`src/hdl/slr_pkg.sv`:
```
`timescale 1ns / 1ps
// Shared constants, types and helper functions for the shuffled Lehmer generator.
package slr_pkg;

  // Lehmer generator constants
  localparam int unsigned    VALUE_W    = 31;
  localparam int unsigned    MULT_W     = 15;
  localparam int unsigned    PROD_W     = VALUE_W + MULT_W;
  localparam logic [MULT_W-1:0]  LCG_MULT   = 15'd16807;
  localparam logic [VALUE_W-1:0] LCG_MOD    = 31'h7FFF_FFFF;
  localparam logic [VALUE_W-1:0] SAMPLE_MAX = 31'd2147483389;

  // Default shuffle table depth
  localparam int unsigned TABLE_DEPTH_DEFAULT = 32;

  // Input opcodes
  typedef enum logic {
    OP_DRAW   = 1'b0,
    OP_RESEED = 1'b1
  } opcode_e;

  // Sequencer states
  typedef enum logic [2:0] {
    ST_IDLE,
    ST_WARM_FOLD,
    ST_WARM_MUL,
    ST_DRAW_MUL,
    ST_STEP
  } state_e;

  // Seed conditioning: zero and the modulus both map to one
  function automatic logic [VALUE_W-1:0] fix_seed(input logic [VALUE_W-1:0] s);
    logic [VALUE_W-1:0] r;
    r = s;
    if ((s == '0) || (s == LCG_MOD)) begin
      r = VALUE_W'(1);
    end
    return r;
  endfunction

  // Clamp the output just below one
  function automatic logic [VALUE_W-1:0] clamp_sample(input logic [VALUE_W-1:0] v);
    logic [VALUE_W-1:0] r;
    r = v;
    if (v > SAMPLE_MAX) begin
      r = SAMPLE_MAX;
    end
    return r;
  endfunction

endpackage

```
`src/hdl/slr_ram.sv`:
```
`timescale 1ns / 1ps
// Generic single-port-write, single-port-read RAM with registered read data.
module slr_ram #(
  parameter int unsigned WIDTH = 31,
  parameter int unsigned DEPTH = 32
) (
  input  logic                     clk_i,
  input  logic                     we_i,
  input  logic [$clog2(DEPTH)-1:0] waddr_i,
  input  logic [WIDTH-1:0]         wdata_i,
  input  logic                     re_i,
  input  logic [$clog2(DEPTH)-1:0] raddr_i,
  output logic [WIDTH-1:0]         rdata_o
);

  logic [WIDTH-1:0] mem_q [DEPTH];

  // Write port
  always_ff @(posedge clk_i) begin
    if (we_i) begin
      mem_q[waddr_i] <= wdata_i;
    end
  end

  // Registered read port
  always_ff @(posedge clk_i) begin
    if (re_i) begin
      rdata_o <= mem_q[raddr_i];
    end
  end

endmodule

```
`src/hdl/slr_lehmer.sv`:
```
`timescale 1ns / 1ps
// Lehmer step unit: registered 31x15 product, then fold modulo 2^31-1.
module slr_lehmer (
  input  logic                         clk_i,
  input  logic                         mul_en_i,
  input  logic [slr_pkg::VALUE_W-1:0]  x_i,
  output logic [slr_pkg::VALUE_W-1:0]  next_o
);

  logic [slr_pkg::PROD_W-1:0]  prod_d;
  logic [slr_pkg::PROD_W-1:0]  prod_q;
  logic [slr_pkg::MULT_W-1:0]  hi;
  logic [slr_pkg::VALUE_W-1:0] lo;
  logic [slr_pkg::VALUE_W:0]   sum;

  // Multiply the conditioned value by the generator constant
  assign prod_d = {{slr_pkg::MULT_W{1'b0}}, slr_pkg::fix_seed(x_i)}
                * {{slr_pkg::VALUE_W{1'b0}}, slr_pkg::LCG_MULT};

  always_ff @(posedge clk_i) begin
    if (mul_en_i) begin
      prod_q <= prod_d;
    end
  end

  // Fold high bits onto low bits, one conditional subtract of the modulus
  assign hi  = prod_q[slr_pkg::PROD_W-1:slr_pkg::VALUE_W];
  assign lo  = prod_q[slr_pkg::VALUE_W-1:0];

  always_comb begin
    sum = {{(slr_pkg::VALUE_W + 1 - slr_pkg::MULT_W){1'b0}}, hi} + {1'b0, lo};
    if (sum >= {1'b0, slr_pkg::LCG_MOD}) begin
      sum = sum - {1'b0, slr_pkg::LCG_MOD};
    end
  end

  assign next_o = sum[slr_pkg::VALUE_W-1:0];

endmodule

```
`src/hdl/shuffled_lehmer_uniform_rng.sv`:
```
`timescale 1ns / 1ps
// Top level: sequencer, generator state and output register of the shuffled Lehmer RNG.
//
// Park-Miller minimal standard generator (x <- 16807*x mod 2^31-1) behind a
// Bays-Durham shuffle table of TABLE_DEPTH entries held in a synchronous RAM.
// Opcode 1 reseeds (0 and 2^31-1 become 1) and gives no beat.
// Opcode 0 draws one sample, a numerator over 2^31-1 clamped to 2147483389.
// A draw without warm-up: the accept cycle multiplies and reads the table
// entry picked by the last output, the next cycle folds the product, returns
// the entry and writes the fresh generator value back into it. After reset or
// a reseed the first draw runs TABLE_DEPTH+8 warm-up steps first, each a multiply
// then a fold on the shared multiply/fold unit. One result beat can wait in the
// output register while the next item is accepted and worked on.
module shuffled_lehmer_uniform_rng #(
  parameter int unsigned TABLE_DEPTH = slr_pkg::TABLE_DEPTH_DEFAULT
) (
  input  logic                        clk_i,
  input  logic                        rst_ni,
  input  logic                        in_valid_i,
  output logic                        in_stall_o,
  input  logic                        opcode_i,
  input  logic [slr_pkg::VALUE_W-1:0] seed_value_i,
  output logic                        out_valid_o,
  input  logic                        out_stall_i,
  output logic [slr_pkg::VALUE_W-1:0] sample_o
);

  localparam int unsigned IDX_W = $clog2(TABLE_DEPTH);
  localparam int unsigned CNT_W = $clog2(TABLE_DEPTH + 8);
  localparam longint unsigned SHUF_DIV = 64'd1 + (64'd2147483646 / 64'(TABLE_DEPTH));

  slr_pkg::state_e state_q, state_d;

  logic [slr_pkg::VALUE_W-1:0] lehmer_q, lehmer_d;
  logic [slr_pkg::VALUE_W-1:0] shuf_q, shuf_d;
  logic                        init_q, init_d;
  logic [CNT_W-1:0]            cnt_q, cnt_d;
  logic [IDX_W-1:0]            idx_q;
  logic                        pend_q, pend_d;
  logic                        out_valid_q, out_valid_d;
  logic [slr_pkg::VALUE_W-1:0] sample_q, sample_d;

  logic                        in_fire;
  logic                        is_reseed;
  logic                        need_warm;
  logic                        out_free;
  logic                        mul_en;
  logic                        ram_we;
  logic [IDX_W-1:0]            ram_waddr;
  logic [IDX_W-1:0]            rd_idx;
  logic [slr_pkg::VALUE_W-1:0] ram_rdata;
  logic [slr_pkg::VALUE_W-1:0] lcg_next;

  // Table index: last output divided by the shuffle divisor
  function automatic logic [IDX_W-1:0] table_index(input logic [slr_pkg::VALUE_W-1:0] v);
    logic [IDX_W-1:0] idx;
    idx = '0;
    for (int k = 1; k < TABLE_DEPTH; k++) begin
      if ({1'b0, v} >= 32'(64'(k) * SHUF_DIV)) begin
        idx = IDX_W'(k);
      end
    end
    return idx;
  endfunction

  assign in_stall_o = (state_q != slr_pkg::ST_IDLE) || pend_q;
  assign in_fire    = in_valid_i && !in_stall_o;
  assign is_reseed  = (opcode_i == slr_pkg::OP_RESEED);
  assign need_warm  = init_q || (shuf_q == '0);
  assign out_free   = !out_valid_q || !out_stall_i;
  assign rd_idx     = table_index(shuf_q);

  // Next state
  always_comb begin
    state_d = state_q;
    unique case (state_q)
      slr_pkg::ST_IDLE: begin
        if (in_fire && !is_reseed) begin
          state_d = need_warm ? slr_pkg::ST_WARM_FOLD : slr_pkg::ST_STEP;
        end
      end
      slr_pkg::ST_WARM_FOLD: begin
        state_d = (cnt_q == '0) ? slr_pkg::ST_DRAW_MUL : slr_pkg::ST_WARM_MUL;
      end
      slr_pkg::ST_WARM_MUL: state_d = slr_pkg::ST_WARM_FOLD;
      slr_pkg::ST_DRAW_MUL: state_d = slr_pkg::ST_STEP;
      slr_pkg::ST_STEP:     state_d = slr_pkg::ST_IDLE;
      default:              state_d = slr_pkg::ST_IDLE;
    endcase
  end

  // Datapath controls and state updates
  always_comb begin
    mul_en      = 1'b0;
    ram_we      = 1'b0;
    ram_waddr   = idx_q;
    lehmer_d    = lehmer_q;
    shuf_d      = shuf_q;
    init_d      = init_q;
    cnt_d       = cnt_q;
    pend_d      = pend_q;
    out_valid_d = out_valid_q && out_stall_i;
    sample_d    = sample_q;
    unique case (state_q)
      slr_pkg::ST_IDLE: begin
        if (in_fire) begin
          if (is_reseed) begin
            lehmer_d = slr_pkg::fix_seed(seed_value_i);
            init_d   = 1'b1;
          end else begin
            mul_en = 1'b1;
            cnt_d  = CNT_W'(TABLE_DEPTH + 7);
          end
        end
      end
      slr_pkg::ST_WARM_FOLD: begin
        // Fill the table from the top entry down
        lehmer_d = lcg_next;
        if (cnt_q < CNT_W'(TABLE_DEPTH)) begin
          ram_we    = 1'b1;
          ram_waddr = cnt_q[IDX_W-1:0];
        end
        if (cnt_q == '0) begin
          shuf_d = lcg_next;
          init_d = 1'b0;
        end else begin
          cnt_d = cnt_q - CNT_W'(1);
        end
      end
      slr_pkg::ST_WARM_MUL: mul_en = 1'b1;
      slr_pkg::ST_DRAW_MUL: mul_en = 1'b1;
      slr_pkg::ST_STEP: begin
        // Swap the picked entry out and the fresh generator value in
        lehmer_d = lcg_next;
        shuf_d   = ram_rdata;
        ram_we   = 1'b1;
        if (out_free) begin
          out_valid_d = 1'b1;
          sample_d    = slr_pkg::clamp_sample(ram_rdata);
        end else begin
          pend_d = 1'b1;
        end
      end
      default: ;
    endcase
    // Deliver a held result once the output register frees up
    if (pend_q && out_free) begin
      pend_d      = 1'b0;
      out_valid_d = 1'b1;
      sample_d    = slr_pkg::clamp_sample(shuf_q);
    end
  end

  // Control and generator state registers
  always_ff @(posedge clk_i or negedge rst_ni) begin
    if (!rst_ni) begin
      state_q     <= slr_pkg::ST_IDLE;
      lehmer_q    <= '0;
      shuf_q      <= '0;
      init_q      <= 1'b1;
      pend_q      <= 1'b0;
      out_valid_q <= 1'b0;
    end else begin
      state_q     <= state_d;
      lehmer_q    <= lehmer_d;
      shuf_q      <= shuf_d;
      init_q      <= init_d;
      pend_q      <= pend_d;
      out_valid_q <= out_valid_d;
    end
  end

  // Payload registers
  always_ff @(posedge clk_i) begin
    cnt_q    <= cnt_d;
    sample_q <= sample_d;
    if (mul_en) begin
      idx_q <= rd_idx;
    end
  end

  slr_lehmer u_lehmer (
    .clk_i    (clk_i),
    .mul_en_i (mul_en),
    .x_i      (lehmer_q),
    .next_o   (lcg_next)
  );

  slr_ram #(
    .WIDTH (slr_pkg::VALUE_W),
    .DEPTH (TABLE_DEPTH)
  ) u_table (
    .clk_i   (clk_i),
    .we_i    (ram_we),
    .waddr_i (ram_waddr),
    .wdata_i (lcg_next),
    .re_i    (mul_en),
    .raddr_i (rd_idx),
    .rdata_o (ram_rdata)
  );

  assign out_valid_o = out_valid_q;
  assign sample_o    = sample_q;

endmodule
```
`config.mk`:
```
export PLATFORM = sky130hd
export DESIGN_NAME = shuffled_lehmer_uniform_rng
export DESIGN_NICKNAME = d
export VERILOG_FILES = /design/src/hdl/slr_pkg.sv /design/src/hdl/slr_ram.sv /design/src/hdl/slr_lehmer.sv /design/src/hdl/shuffled_lehmer_uniform_rng.sv
export SDC_FILE = /design/constraint.sdc
export NUM_CORES = 2
export LEC_CHECK = 0
export BUFFER_PORTS_ARGS = -buffer_cell sky130_fd_sc_hd__buf_2
export CORE_MARGIN = 3
export CORE_UTILIZATION = 64
export DETAILED_ROUTE_END_ITERATION = 8
export PLACE_DENSITY = 0.87
export SETUP_SLACK_MARGIN = 0.05
export SLEW_MARGIN = 20
export SYNTH_ARGS = -nofsm -noshare
export SYNTH_HDL_FRONTEND = slang
export SYNTH_HIERARCHICAL = 1
export SYNTH_SLANG_ARGS = --single-unit
```
`constraint.sdc`:
```
create_clock -name clk_i -period 9.1 [get_ports clk_i]
set_input_delay 0.91 -clock clk_i [delete_from_list [all_inputs] [get_ports clk_i]]
set_output_delay 0.91 -clock clk_i [all_outputs]
set_load 0.005 [all_outputs]
```
Yosys cells after proc, flatten, opt, wreduce, memory -nomap -nowiden
Memory sizes are Yosys's and may differ from the RTL's. A register that Yosys moved wholly into a read port is not among the register bits. Cells that the tools add are included. W data, S select, Z words.

Register bits: 156. Memory bits (writable): 992. Input bits: 36. Word-level logic and storage cells: 166. Memories: 1.

Memory list: u_table.mem_q (words 32, bits a word 31, rd ports 1, clocked after memory_dff 1, wr ports 1, line slr_ram.sv:16) `logic [WIDTH-1:0] mem_q [DEPTH];`.

Add/subtract/negate cells: 3. Multipliers: 1. Order comparisons: 35. Equal/unequal tests: 13. Muxes and demuxes: 71. Reductions and logical operators: 32.

Operators with widths (number): $ge A31 B31 Y1 const B (16); $mux W31 (11); $ge A31 B30 Y1 const B (8); $mux W5 (30); $ge A31 B29 Y1 const B (4); $pmux W31 S2 (2); $logic_not A31 Y1 (3); $eq A31 B31 Y1 const B (2); $ge A31 B28 Y1 const B (2); $gt A31 B31 Y1 const B (2); $mul A31 B15 Y46 const B (1); $add A15 B31 Y32 (1); $ge A32 B31 Y1 const B (1); $ge A31 B27 Y1 const B (1); $sub A31 B31 Y31 const B (1); $mux W6 (3); $mux W1 (16); $ne A2 B2 Y1 const B (6); $pmux W3 S4 (1); $pmux W6 S2 (1); $reduce_bool A2 Y1 (5); $reduce_and A4 Y1 (2); $eq A3 B2 Y1 const B (2); $logic_not A6 Y1 (1); other kinds (16) (33).

Depth between registers and ports, before layout
Depth in word-level cells: 32. Mapped depth: 28. Gate-level depth less buffers: 26.

Modules after synthesis
Netlist, hierarchy kept.

By module, submodules not included: slr_ram (instances 1, cells each 2192, area each 39474.1 µm², seq. area each 30719.5 µm²); slr_lehmer (instances 1, cells each 1259, area each 11292.1 µm², seq. area each 1381.3 µm²); shuffled_lehmer_uniform_rng (instances 1, cells each 451, area each 5253.8 µm², seq. area each 2964.1 µm²).

Least setup slack after synthesis
No wires, ideal clock.

Path type: reg2reg. Start: register lehmer_q[8] in the netlist's numbering. End: register u_lehmer/prod_q[42] in the netlist's numbering, data pin. Setup time: 0.195 ns. Data arrival time: 7.039 ns. Required time: 8.905 ns. Setup slack: 1.866 ns. Cell stages (with the launch flop): 28. Path buffers: 2. Clock period less this slack: 7.234 ns. Cells stage by stage: dfrtp_1 -> nand4_1 -> nor4_1 -> a21oi_1 -> clkbuf_1 -> clkbuf_1 -> nand2_1 -> inv_1 -> fa_1 -> ha_1 -> inv_1 -> fa_1 -> inv_1 -> fa_1 -> fa_1 -> inv_1 -> fa_1 -> inv_1 -> ha_1 -> and2_1 -> and3_1 -> nand2_1 -> a2111oi_0 -> o41a_1 -> o21ai_1 -> o21ai_0 -> or3b_1 -> o311ai_0.

Word-level cells in the longest chain between the ends: 4. Elaborated cells on any way between the ends: 5. Classes of those cells: mul (1); eq/ne (1); mux (1); reduce/logical (2).

Ends and longest elaborated chain: start, declared (line shuffled_lehmer_uniform_rng.sv:34) `logic [slr_pkg::VALUE_W-1:0] lehmer_q, lehmer_d;`; start signal, assigned (line shuffled_lehmer_uniform_rng.sv:165) `lehmer_q <= lehmer_d;`; $eq A31 B31 Y1 / $logic_not A31 Y1 (equally long branches) (line slr_pkg.sv:35) `if ((s == '0) || (s == LCG_MOD)) begin`; $logic_or A1 B1 Y1 (line slr_pkg.sv:35); $mux W31 * (line slr_pkg.sv:35); $mul A31 B15 Y46 * (line slr_lehmer.sv:18) `* {{slr_pkg::VALUE_W{1'b0}}, slr_pkg::LCG_MULT};`; named net u_lehmer.prod_d (one bit) (line slr_lehmer.sv:10) `logic [slr_pkg::PROD_W-1:0] prod_d;`; end signal, assigned (line slr_lehmer.sv:22) `prod_q <= prod_d;`; end, declared (line slr_lehmer.sv:11) `logic [slr_pkg::PROD_W-1:0] prod_q;`.

Mark *: on every way through the listed nets, which the timed path passes. The rest lies on a longest branch. A chain may end at the register's enable or synchronous reset.

Worst setup path after layout
Ends and elaborated chain as after synthesis.

==> impl_metrics.toml <==
[logic_synthesis]
syn_inst = 3902
ys_seq_area_share_pct = 62.59
synth_compound_area_share_pct = 7.069
synthFlopType = "edfxtp_1"
synth_area_mm2 = 0.05602
ys_ff_latch = 1179
synth_cell_types = 83
synth_top_family_by_area = "multiplexers"
yosys.area_share.simple_pct = 6.097
synth_area_per_cell_um2 = 14.36
syn_nets = 4275
synth_edf_count = 1111
synth_xor_area_share_pct = 1.217
ys_warn_count = 6
synth_adder_area_share_pct = 9.296
synth_async_sr_flop_share_pct = 5.768
muxShareOfSynthArea_pct = 10.01

[routing]
routed_via_density = 6.700
drcViolationCount = 0
post_drt_wl_per_cell_um = 28.40
routed_wl_mm = 148.4
drt-initial-drc-count = 4417
num_vias = 35010
ant_nets = 0
drt_pass1_iterations = 7

[floorplanning]
die-area_mm2 = 0.09112
die_h_um = 301.9
core_mm2 = 0.08595
dieWidth_um = 301.9
rows = 107
start_util_pct = 65.18
io_pins = 69

[worst_setup_path]
path_delay_family = "adder cells"
crit_path_top_delay_cell = "a2111oi_0"
path_class = "reg -> reg"
end_kind = "flop"
slowest_delay_ps = 640
required_ps = 9560
crit_fanout = 7
start_kind = "flop"
path_buf_inv = 5
critPathArrivalTime_ps = 8560

[clocking]
worstSkewPairLatency_ps = 690
cts_max_level = 3
numClockSinks = 1179
cts_tree = "done"
clockBufferDepth = 3
postCtsSetupBuffers = 0
ctsHoldBuffers = 0
path_clk_slew_ps = 60
cts_buffers = 108
cts_resized = 0
root_buffer = "clkbuf_16"

[global_routing]
antenna_found_initial = 1
grt_pass1_wl_mm = 218.7
overflow = 0
grt.total_usage_pct = 32.64
grt_max_degree = 121
grt_pass1_vias = 35100

[finish]
final_util_pct = 71.75
drive_gt1_share_pct = 10.78
area_growth_pct = 10.08
finalNetCount = 4359
fin_cells = 5225

[worst_hold_path]
min_path_type = "in -> async"

[timing]
finalHoldViolCount = 0
rsz0062_at_grt = "false"
fin_worst_skew_ps = 43.08
fin_tns_setup_ps = 0
fin_crit_ps = 8104
fin_crit_sh_pct = 89.06
max_freq_ghz = 0.1234
slew_headroom_pct = 21.12
worst_pin_slew_ps = 1180
setup_violations = 0
maxSlewViolCount = 0

[placement]
globalplace.congestion = 0.9785
dp.cells = 5020
io_buffer_count = 68
hpwl_mm = 89.06

[flow_run]
cap_violations = 0

[run_status]
status = "complete, no violations"
==> stage by stage <==
stage	area [um2]	worst slack [ps]	hold slack, ps
after detailed placement	58020	1134	495.9
final	61670	996.0	440.4
after floorplan	56020	1866	457.5
after global placement	58010	1352	489.6
after CTS	61640	1098	443.0
after global routing	61670	521.4	482.4
==> kinds of logic (layout without fill, tap and decap cells) <==
logic type / Yosys count / in the layout
AOI/OAI and AO/OA: 572 / 572
xor gates and xnor gates: 77 / 77
adders and majority gates: 337 / 337
buffers and inverters: 489 / 667
DFF: 1179 / 1179
muxes: 557 / 557
other: 0 / 1
and+or+nand+nor: 691 / 691
==> final timing paths <==
path,depth (start not counted),slack [ps],start,end
worst max-delay path,25,1000,lehmer_q[8],u_lehmer/prod_q[42]
worst min-delay path,1,440,rst_ni,shuf_q[26]
worst max register to register,25,1000,lehmer_q[8],u_lehmer/prod_q[42]
min in group clk_i,2,510,seed_value_i[17],lehmer_q[17]
worst min register to register,2,530,u_table/rdata_o[0],shuf_q[0]
max in group asynchronous,1,7900,rst_ni,shuf_q[26]
==> cell usage after synthesis, types with 36 or more instances <==
cell type     n  share of area, %
xnor2_1      42              0.66
ha_1        205               4.6
edfxtp_1   1111                60
a22oi_1      94               1.3
nand2_1     209               1.4
nor2_1      104              0.70
inv_1       312               2.1
clkbuf_1     85              0.57
o21ai_0      37              0.33
a31oi_1      36              0.40
nand4_1      41              0.46
mux2i_1     529               9.5
dfrtp_1      67               3.0
buf_2        39              0.35
nand3_1     126               1.1
nor2b_1      41              0.46
nor3_1       51              0.46
a22o_1       62              0.97
buf_4        36              0.48
fa_1        132               4.7
a21oi_1     157               1.4
==> flip-flops by register name (all words and copies together) (netlist names) <==
signal,cells
cnt_q,6
out_valid_o,1
idx_q,5
pend_q,1
u_table/rdata_o,31
sample_o,31
u_lehmer/prod_q,46
lehmer_q,31
state_q,3
shuf_q,31
init_q,1
u_table/mem_q,992
==> metal layers <==
metal	up-vias	GRT usage, %	part of all wire [%]
li1	14780	-	-
met1	17350	41.91	35
met2	2337	53.19	48
met3	542	6.948	12
met4	0	16.50	5.8
met5	-	0	0
==> final cells by class <==
| class | count | area [um2] |
|---|---|---|
| sequential | 1179 | 35070 |
| fill | 5230 | 24280 |
| multi-input combinational | 2234 | 19370 |
| clock buffer | 140 | 2915 |
| tap | 1144 | 1431 |
| inverter | 313 | 1175 |
| timing repair buffer | 150 | 996.0 |
| clock inverter | 64 | 711.9 |
| antenna | 1 | 2.502 |
==> layout by cell type (no fill, tap or decap), types with 94 or more instances in the layout <==
cell       synthesis  final
fa_1             132    132
inv_1            312    312
a22oi_1           94     94
clkbuf_16          0    110
mux2i_1          529    529
edfxtp_1        1111   1111
nand3_1          126    126
ha_1             205    205
nand2_1          209    208
a21oi_1          157    153
Power is not shown: default switching activity piles up to over one toggle a cycle in this logic, so the estimate is an artifact.
